[config.mk]
export PLATFORM = sky130hd
export DESIGN_NAME = software_timer_bank
export DESIGN_NICKNAME = d
export VERILOG_FILES = /design/src/rtl/stb_pkg.sv /design/src/rtl/software_timer_bank.sv
export SDC_FILE = /design/constraint.sdc
export NUM_CORES = 1
export LEC_CHECK = 0
export BUFFER_PORTS_ARGS = -buffer_cell sky130_fd_sc_hd__buf_2
export CORE_MARGIN = 2
export CORE_UTILIZATION = 54
export DETAILED_ROUTE_END_ITERATION = 10
export HOLD_SLACK_MARGIN = 0.12
export PLACE_DENSITY = 0.79
export SYNTH_ARGS = -nofsm -noshare
export SYNTH_HDL_FRONTEND = slang
export SYNTH_SLANG_ARGS = --single-unit
[constraint.sdc]
create_clock -name clk_i -period 13.07 [get_ports clk_i]
set_clock_uncertainty 0.1 [all_clocks]
set_input_delay 0 -clock clk_i [delete_from_list [all_inputs] [get_ports clk_i]]
set_output_delay 0 -clock clk_i [all_outputs]
set_load 0.01 [all_outputs]
[src/rtl/stb_pkg.sv]
// Package for the software timer bank: sizes, constants, codes and types.
// Depends on nothing; used by the top level and the checker.
package stb_pkg;

  localparam int TIMER_COUNT   = 8;
  localparam int IDX_W         = (TIMER_COUNT > 1) ? $clog2(TIMER_COUNT) : 1;
  localparam int CNT_W         = $clog2(TIMER_COUNT + 1);
  localparam int MS_W          = 10;
  localparam int SEC_W         = 32;
  localparam int MS_PER_SECOND = 1000;
  localparam int STEP_RESET    = 10;

  // Command codes of an input word.
  typedef enum logic {
    CMD_TICK = 1'b0,
    CMD_LOAD = 1'b1
  } cmd_e;

  // Scan sequencer states.
  typedef enum logic [1:0] {
    ST_IDLE,
    ST_SCAN,
    ST_FLUSH
  } state_e;

  // One timer entry held in the entry memory.
  typedef struct packed {
    logic             one_shot;
    logic [SEC_W-1:0] period;
    logic [SEC_W-1:0] last_fire;
  } entry_t;

endpackage

[src/rtl/software_timer_bank.sv]
// Software timer bank top level: tick counting, entry memory and scan sequencer.
// Depends on stb_pkg.
//
//   The input channel (in_valid_i / in_stall_o) carries one word per command.
//   A load word writes one timer entry and arms or disarms it; it produces
//   nothing. A tick word adds tick_step_ms to the millisecond count; a tick
//   that reaches a second boundary clears it instead, counts a second and
//   starts a scan of the entry memory, one entry per cycle unless a fire
//   waits on a held output word, through a registered read; in_stall_o
//   stays high while the scan and any final flush run.
//   Each fire gives one output word (fired_index_o, current_second_o, last_o);
//   last_o marks the final word of the tick. A fire is held in a pending
//   register until the scan finds the next fire or ends.
//   The output word sits in a register; when out_stall_i is high it holds and
//   the scan pauses at the next fire that needs it, which lengthens the stall.
//   Reset clears the time counts and disarms every timer; tick_step_ms returns
//   to 10. Entry contents are not cleared and need a load before use. The user
//   must write tick_step_ms (cfg_we_i / cfg_data_i) only while idle; unenforced.
module software_timer_bank (
  input  logic        clk_i,
  input  logic        rst_ni,
  input  logic        cfg_we_i,
  input  logic [9:0]  cfg_data_i,
  input  logic        in_valid_i,
  output logic        in_stall_o,
  input  logic        command_i,
  input  logic [2:0]  timer_index_i,
  input  logic [31:0] period_seconds_i,
  input  logic        one_shot_i,
  input  logic        enable_i,
  output logic        out_valid_o,
  input  logic        out_stall_i,
  output logic [2:0]  fired_index_o,
  output logic [31:0] current_second_o,
  output logic        last_o
);

  localparam int IdxW = stb_pkg::IDX_W;
  localparam int CntW = stb_pkg::CNT_W;
  localparam int MsW  = stb_pkg::MS_W;
  localparam int SecW = stb_pkg::SEC_W;

  // Registers.
  stb_pkg::state_e                  state_q, state_d;
  logic [MsW-1:0]                   step_q, step_d;
  logic [MsW-1:0]                   ms_q, ms_d;
  logic [SecW-1:0]                  sec_q, sec_d;
  logic [stb_pkg::TIMER_COUNT-1:0]  en_q, en_d;
  logic [CntW-1:0]                  rd_cnt_q, rd_cnt_d;
  logic                             ev_v_q, ev_v_d;
  logic [IdxW-1:0]                  ev_idx_q, ev_idx_d;
  logic                             pend_v_q, pend_v_d;
  logic [IdxW-1:0]                  pend_idx_q, pend_idx_d;
  logic                             out_v_q, out_v_d;
  logic [IdxW-1:0]                  out_idx_q, out_idx_d;
  logic [SecW-1:0]                  out_sec_q, out_sec_d;
  logic                             out_last_q, out_last_d;

  // Entry memory and its ports.
  stb_pkg::entry_t                  mem_q [stb_pkg::TIMER_COUNT];
  stb_pkg::entry_t                  rdata_q;
  logic                             mem_we;
  logic [IdxW-1:0]                  mem_waddr;
  stb_pkg::entry_t                  mem_wdata;
  logic                             mem_re;
  logic [IdxW-1:0]                  mem_raddr;

  // Internal control.
  logic            in_acc;
  logic            tick_acc;
  logic            load_acc;
  logic [MsW:0]    ms_sum;
  logic            boundary;
  logic            rd_done;
  logic            out_free;
  logic [SecW-1:0] elapsed;
  logic            fire;
  logic            ev_stall;
  logic            push_last;

  // Input handshake and tick arithmetic.
  assign in_acc   = in_valid_i && !in_stall_o;
  assign tick_acc = in_acc && (command_i == stb_pkg::CMD_TICK);
  assign load_acc = in_acc && (command_i == stb_pkg::CMD_LOAD);
  assign ms_sum   = {1'b0, ms_q} + {1'b0, step_q};
  assign boundary = ms_sum >= (MsW+1)'(stb_pkg::MS_PER_SECOND);

  // Scan evaluation of the entry held in the read register.
  assign rd_done  = rd_cnt_q == CntW'(stb_pkg::TIMER_COUNT);
  assign out_free = !out_v_q || !out_stall_i;
  assign elapsed  = sec_q - rdata_q.last_fire;
  assign fire     = ev_v_q && en_q[ev_idx_q] && (elapsed > rdata_q.period);
  assign ev_stall = fire && pend_v_q && !out_free;
  assign push_last = (state_q == stb_pkg::ST_FLUSH) && out_free;

  // Next state of the scan sequencer.
  always_comb begin
    state_d = state_q;
    unique case (state_q)
      stb_pkg::ST_IDLE: begin
        if (tick_acc && boundary) state_d = stb_pkg::ST_SCAN;
      end
      stb_pkg::ST_SCAN: begin
        if (rd_done && !ev_v_q) state_d = pend_v_q ? stb_pkg::ST_FLUSH : stb_pkg::ST_IDLE;
      end
      stb_pkg::ST_FLUSH: begin
        if (out_free) state_d = stb_pkg::ST_IDLE;
      end
      default: state_d = stb_pkg::ST_IDLE;
    endcase
  end

  // Sequencer outputs: the input channel is held off while a scan or flush runs.
  always_comb begin
    unique case (state_q)
      stb_pkg::ST_IDLE: in_stall_o = 1'b0;
      default:          in_stall_o = 1'b1;
    endcase
  end

  // Datapath next values and memory port control.
  always_comb begin
    step_d     = step_q;
    ms_d       = ms_q;
    sec_d      = sec_q;
    en_d       = en_q;
    rd_cnt_d   = rd_cnt_q;
    ev_v_d     = ev_v_q;
    ev_idx_d   = ev_idx_q;
    pend_v_d   = pend_v_q;
    pend_idx_d = pend_idx_q;
    out_v_d    = out_v_q;
    out_idx_d  = out_idx_q;
    out_sec_d  = out_sec_q;
    out_last_d = out_last_q;
    mem_we     = 1'b0;
    mem_waddr  = ev_idx_q;
    mem_wdata  = rdata_q;
    mem_re     = 1'b0;
    mem_raddr  = rd_cnt_q[IdxW-1:0];

    if (cfg_we_i) step_d = cfg_data_i;

    // The output word leaves when the receiver takes it.
    if (out_v_q && !out_stall_i) out_v_d = 1'b0;

    // Tick: advance the time counts and start a scan on a second boundary.
    if (tick_acc) begin
      if (boundary) begin
        ms_d     = '0;
        sec_d    = sec_q + 1'b1;
        rd_cnt_d = '0;
        pend_v_d = 1'b0;
      end else begin
        ms_d = ms_sum[MsW-1:0];
      end
    end

    // Load: write the entry and stamp it with the current second.
    if (load_acc && (32'(timer_index_i) < stb_pkg::TIMER_COUNT)) begin
      mem_we             = 1'b1;
      mem_waddr          = IdxW'(timer_index_i);
      mem_wdata.one_shot = one_shot_i;
      mem_wdata.period   = period_seconds_i;
      mem_wdata.last_fire = sec_q;
      en_d[IdxW'(timer_index_i)] = enable_i;
    end

    // Scan: read the next entry while the previous one is evaluated.
    if ((state_q == stb_pkg::ST_SCAN) && !ev_stall) begin
      if (!rd_done) begin
        mem_re   = 1'b1;
        ev_v_d   = 1'b1;
        ev_idx_d = rd_cnt_q[IdxW-1:0];
        rd_cnt_d = rd_cnt_q + 1'b1;
      end else begin
        ev_v_d = 1'b0;
      end
      if (fire) begin
        mem_we              = 1'b1;
        mem_waddr           = ev_idx_q;
        mem_wdata.last_fire = sec_q;
        if (rdata_q.one_shot) en_d[ev_idx_q] = 1'b0;
        // The older pending fire is now known not to be the last one.
        if (pend_v_q) begin
          out_v_d    = 1'b1;
          out_idx_d  = pend_idx_q;
          out_sec_d  = sec_q;
          out_last_d = 1'b0;
        end
        pend_v_d   = 1'b1;
        pend_idx_d = ev_idx_q;
      end
    end

    // End of scan: the pending fire goes out as the final word.
    if (push_last) begin
      out_v_d    = 1'b1;
      out_idx_d  = pend_idx_q;
      out_sec_d  = sec_q;
      out_last_d = 1'b1;
      pend_v_d   = 1'b0;
    end
  end

  // Control registers.
  always_ff @(posedge clk_i or negedge rst_ni) begin
    if (!rst_ni) begin
      state_q  <= stb_pkg::ST_IDLE;
      step_q   <= MsW'(stb_pkg::STEP_RESET);
      ms_q     <= '0;
      sec_q    <= '0;
      en_q     <= '0;
      rd_cnt_q <= '0;
      ev_v_q   <= 1'b0;
      pend_v_q <= 1'b0;
      out_v_q  <= 1'b0;
    end else begin
      state_q  <= state_d;
      step_q   <= step_d;
      ms_q     <= ms_d;
      sec_q    <= sec_d;
      en_q     <= en_d;
      rd_cnt_q <= rd_cnt_d;
      ev_v_q   <= ev_v_d;
      pend_v_q <= pend_v_d;
      out_v_q  <= out_v_d;
    end
  end

  // Payload registers.
  always_ff @(posedge clk_i) begin
    ev_idx_q   <= ev_idx_d;
    pend_idx_q <= pend_idx_d;
    out_idx_q  <= out_idx_d;
    out_sec_q  <= out_sec_d;
    out_last_q <= out_last_d;
  end

  // Entry memory: one write port, one registered read port.
  always_ff @(posedge clk_i) begin
    if (mem_we) mem_q[mem_waddr] <= mem_wdata;
    if (mem_re) rdata_q <= mem_q[mem_raddr];
  end

  assign out_valid_o      = out_v_q;
  assign fired_index_o    = 3'(out_idx_q);
  assign current_second_o = out_sec_q;
  assign last_o           = out_last_q;

endmodule

==> impl_results.md <==
* Status: complete, no violations
* Antenna cells at 0
* Num rows at 86
* Crit path largest cell delay at 880 ps
* Worst r2r src: sec_q[0]
* Grt ovf at 0
* TritonCTS Buffers at 71
* Min-delay src: out_stall_i
* Routability Congestion at 0.9053
* Crit. End Element: register
* Clock slew at the register clock pins of the worst setup and hold paths at 60 ps
* Hold path endpoint: pend_v_q
* Slew @ Worst Pin at 1152 ps
* RSZ-0062 raised after global routing: false
* Slew margin rel. at 23.18%
* Final WL at 68.16 mm
* CTS Buffer Depth at 3
* Reg2reg end: mem_q[3][24]
* Post-synth top area share at 63.01%
* Die X at 239.1 um
* Minimum clock period at 7483 ps
* Fin crit share at 57.25%
* Final setup TNS at 0 ps
* Skew-Pair Late Insertion Delay at 610 ps
* Post-synth EDFFs at 626
* Routed wire per std cell at 25.63 um
* Asr flop ratio synth at 9.914%
* Min Hold Slack at 222.3 ps
* Netlist cell types at 76
* Synth top cells by count: edfxtp_1 (626), mux4_2 (132), mux2_2 (108), inv_1 (89), nand2_1 (85)
* Slowest cell on the critical path: o22ai_4
* Remaining antenna violation count at 0
* Die Area at 57140 um^2
* PD cells at 228.1 nW/um^2
* FF-to-FF setup slack at 5590 ps
* Syn avg cell area at 17.44 um^2
* First-pass detailed-route iteration total at 5
* Top_reg_cell synth: edfxtp_1
* WP buf/inv at 3
* LEAKAGE at 0.01231 uW
* Clock Sinks at 696
* Final hold violation count at 0
* Worst path cell trace: inv_1 -> ha_1 -> inv_1 -> fa_1 -> a21oi_1 -> o22ai_1 -> a41o_1 -> a31o_2 -> a21boi_0 -> o31ai_1 -> o41ai_1 -> xnor2_1 -> ha_1 -> nand4_1 -> nor4_1 -> nand3_1 -> nor3_1 -> a21o_1 -> nand2_1 -> o22ai_4 -> buf_4
* Total vias in the final route at 16580
* DRC at 0
* Most common cell in the netlist: edfxtp_1
* Critical path peak fanout at 44
* R2R cell count at 21
* CTS Root Buffer Type: clkbuf_16
* Critical Path Start: sec_q[0]
* Final setup fails at 0
* P&R area growth vs syn at 14.69%
* Synth warn at 0
* Fmax at 133.6 MHz
* 1st-iter DRT viols at 1801
* Syn Nets at 1842
* Die Y at 239.1 um
* Filler cell count at 3679
* First-pass GRT wire length at 102.9 mm
* Initial core utilization at 54.37%
* Core footprint at 54880 um^2
* CP top delay family: compound AO/OA/AOI/OAI gates
* Share of cells above drive strength 1 at 25.68%
* Via density at 6.237
* Synth area leaders: edfxtp_1 (63%), mux4_2 (10%), dfrtp_1 (5.6%)
* Area leader, netlist: edfxtp_1
* Nets at 2032
* Hold Path Depth at 4
* CP Class: register to register
* Cts repair resizes at 0
* Largest net degree at the start of global routing at 75
* Worst Setup Start Kind: register
* I/O pin count at 91
* Worst Hold Class: input pin to register
* Number of global-route vias before repair at 17130
* Syn Inst Count at 1711
* Pins Over Slew Limit at 0
* Initial antenna violation count at 1
* Final Util at 62.35%
* Gr usage total at 24.30%
* VDD IR-drop max at 0.1317 mV
* FF/Latch Area at 20560 um^2
* Worst endpoint required time at 13190 ps
* Area of the multi-input gates at 8755 um^2
* Final HPWL DP at 39.69 mm
* H-tree depth at 3
* Port Buffers at 90
* Arrival time worst endpoint at 7600 ps
* TritonCTS clock tree: built
* Register bit total from synthesis at 696
* Post-synthesis sequential area ratio at 68.87%
* Area of the mapped netlist at 29830 um^2
* Max cap viols at 0
==> sequential cells by signal, summed over array words and instances (netlist names), 2 cells and up, named ones only <==
register          flops
current_second_o     32
en_q                  8
ev_idx_q              3
fired_index_o         3
mem_q               520
ms_q                 10
pend_idx_q            3
rd_cnt_q              3
rdata_q              65
sec_q                32
state_q               2
step_q               10
==> worst max path at each step <==
stage | end | depth (start not counted)
after CTS | mem_q[3][27] | 21
after global routing | mem_q[3][41] | 21
after global placement | mem_q[3][22] | 21
final | mem_q[3][24] | 21
after floorplan | mem_q[6][0] | 21
after detailed placement | mem_q[3][41] | 21
==> per-stage QoR <==
step           instance area, um^2  worst slack [ps]  power (uW)  cells
5_1_grt                      34220              5244        8141   2659
3_5_place_dp                 31120              5698        5769   2454
4_1_cts                      34220              5659        7814   2659
2_1_floorplan                29830              3376        5057   1711
3_3_place_gp                 31120              5939        5650   2454
6_report                     34220              5587        7806   2659
==> worst reg2reg max path, cell delays in order, from the launching register on <==
cell	delay [ps]
dfrtp_1	420
inv_1	110
ha_1	190
inv_1	60
fa_1	390
a21oi_1	240
o22ai_1	180
a41o_1	320
a31o_2	290
a21boi_0	410
o31ai_1	180
o41ai_1	350
xnor2_1	110
ha_1	300
nand4_1	130
nor4_1	310
nand3_1	180
nor3_1	230
a21o_1	500
nand2_1	340
o22ai_4	880
buf_4	830
==> power breakdown <==
part / switching [uW] / internal (uW)
Combinational: 1430 / 1010
Clock: 838 / 1170
Sequential: 232 / 3120
==> per-layer routing <==
| layer | GRT usage [%] | wire (um) |
|---|---|---|
| met3 | 4.296 | 4938 |
| met5 | 0 | 0 |
| met4 | 9.148 | 2229 |
| met1 | 32.82 | 27460 |
| met2 | 39.85 | 33530 |
==> final cells by class <==
cell class | instances | area share, %
Clock inverter | 36 | 1.148
Sequential cell | 696 | 60.08
Tap cell | 704 | 2.574
Clock buffer | 91 | 5.558
Multi-Input combinational cell | 856 | 25.59
Timing Repair Buffer | 187 | 4.074
Inverter | 89 | 0.9763
==> repair_timing <==
item	4_1_cts	5_1_grt
endpoints found under the hold margin	403	0
hold buffers	78	0
buffers inserted	0	0
==> layout by cell type, fill, tap and decap left out, types with 10 or more instances in the layout <==
master         count
edfxtp_1         626
mux4_2           132
mux2_2           108
inv_1             89
buf_2             89
nand2_1           85
dlygate4sd3_1     77
ha_1              76
clkbuf_16         71
o21ai_0           66
dfrtp_1           64
a21oi_1           43
xor2_1            38
nor2_1            31
a21o_1            28
nand3_1           26
xnor2_1           26
buf_4             20
nor3_1            19
clkbuf_1          15
nand4_1           14
nor4_2            11
nor2b_1           10
mux2i_1           10
clkinv_1          10
==> kinds of logic after synthesis <==
group / Yosys count / synth area share (%)
flip-flops: 696 / 68.87
multiplexers: 250 / 14.38
AND/OR/NAND/NOR: 249 / 4.659
AO/OA/AOI/OAI: 215 / 4.794
buffers and inverters: 159 / 2.101
adder cells (fa/ha/maj): 78 / 3.321
XOR/XNOR: 64 / 1.879
Power figures use the tool's default switching activity.
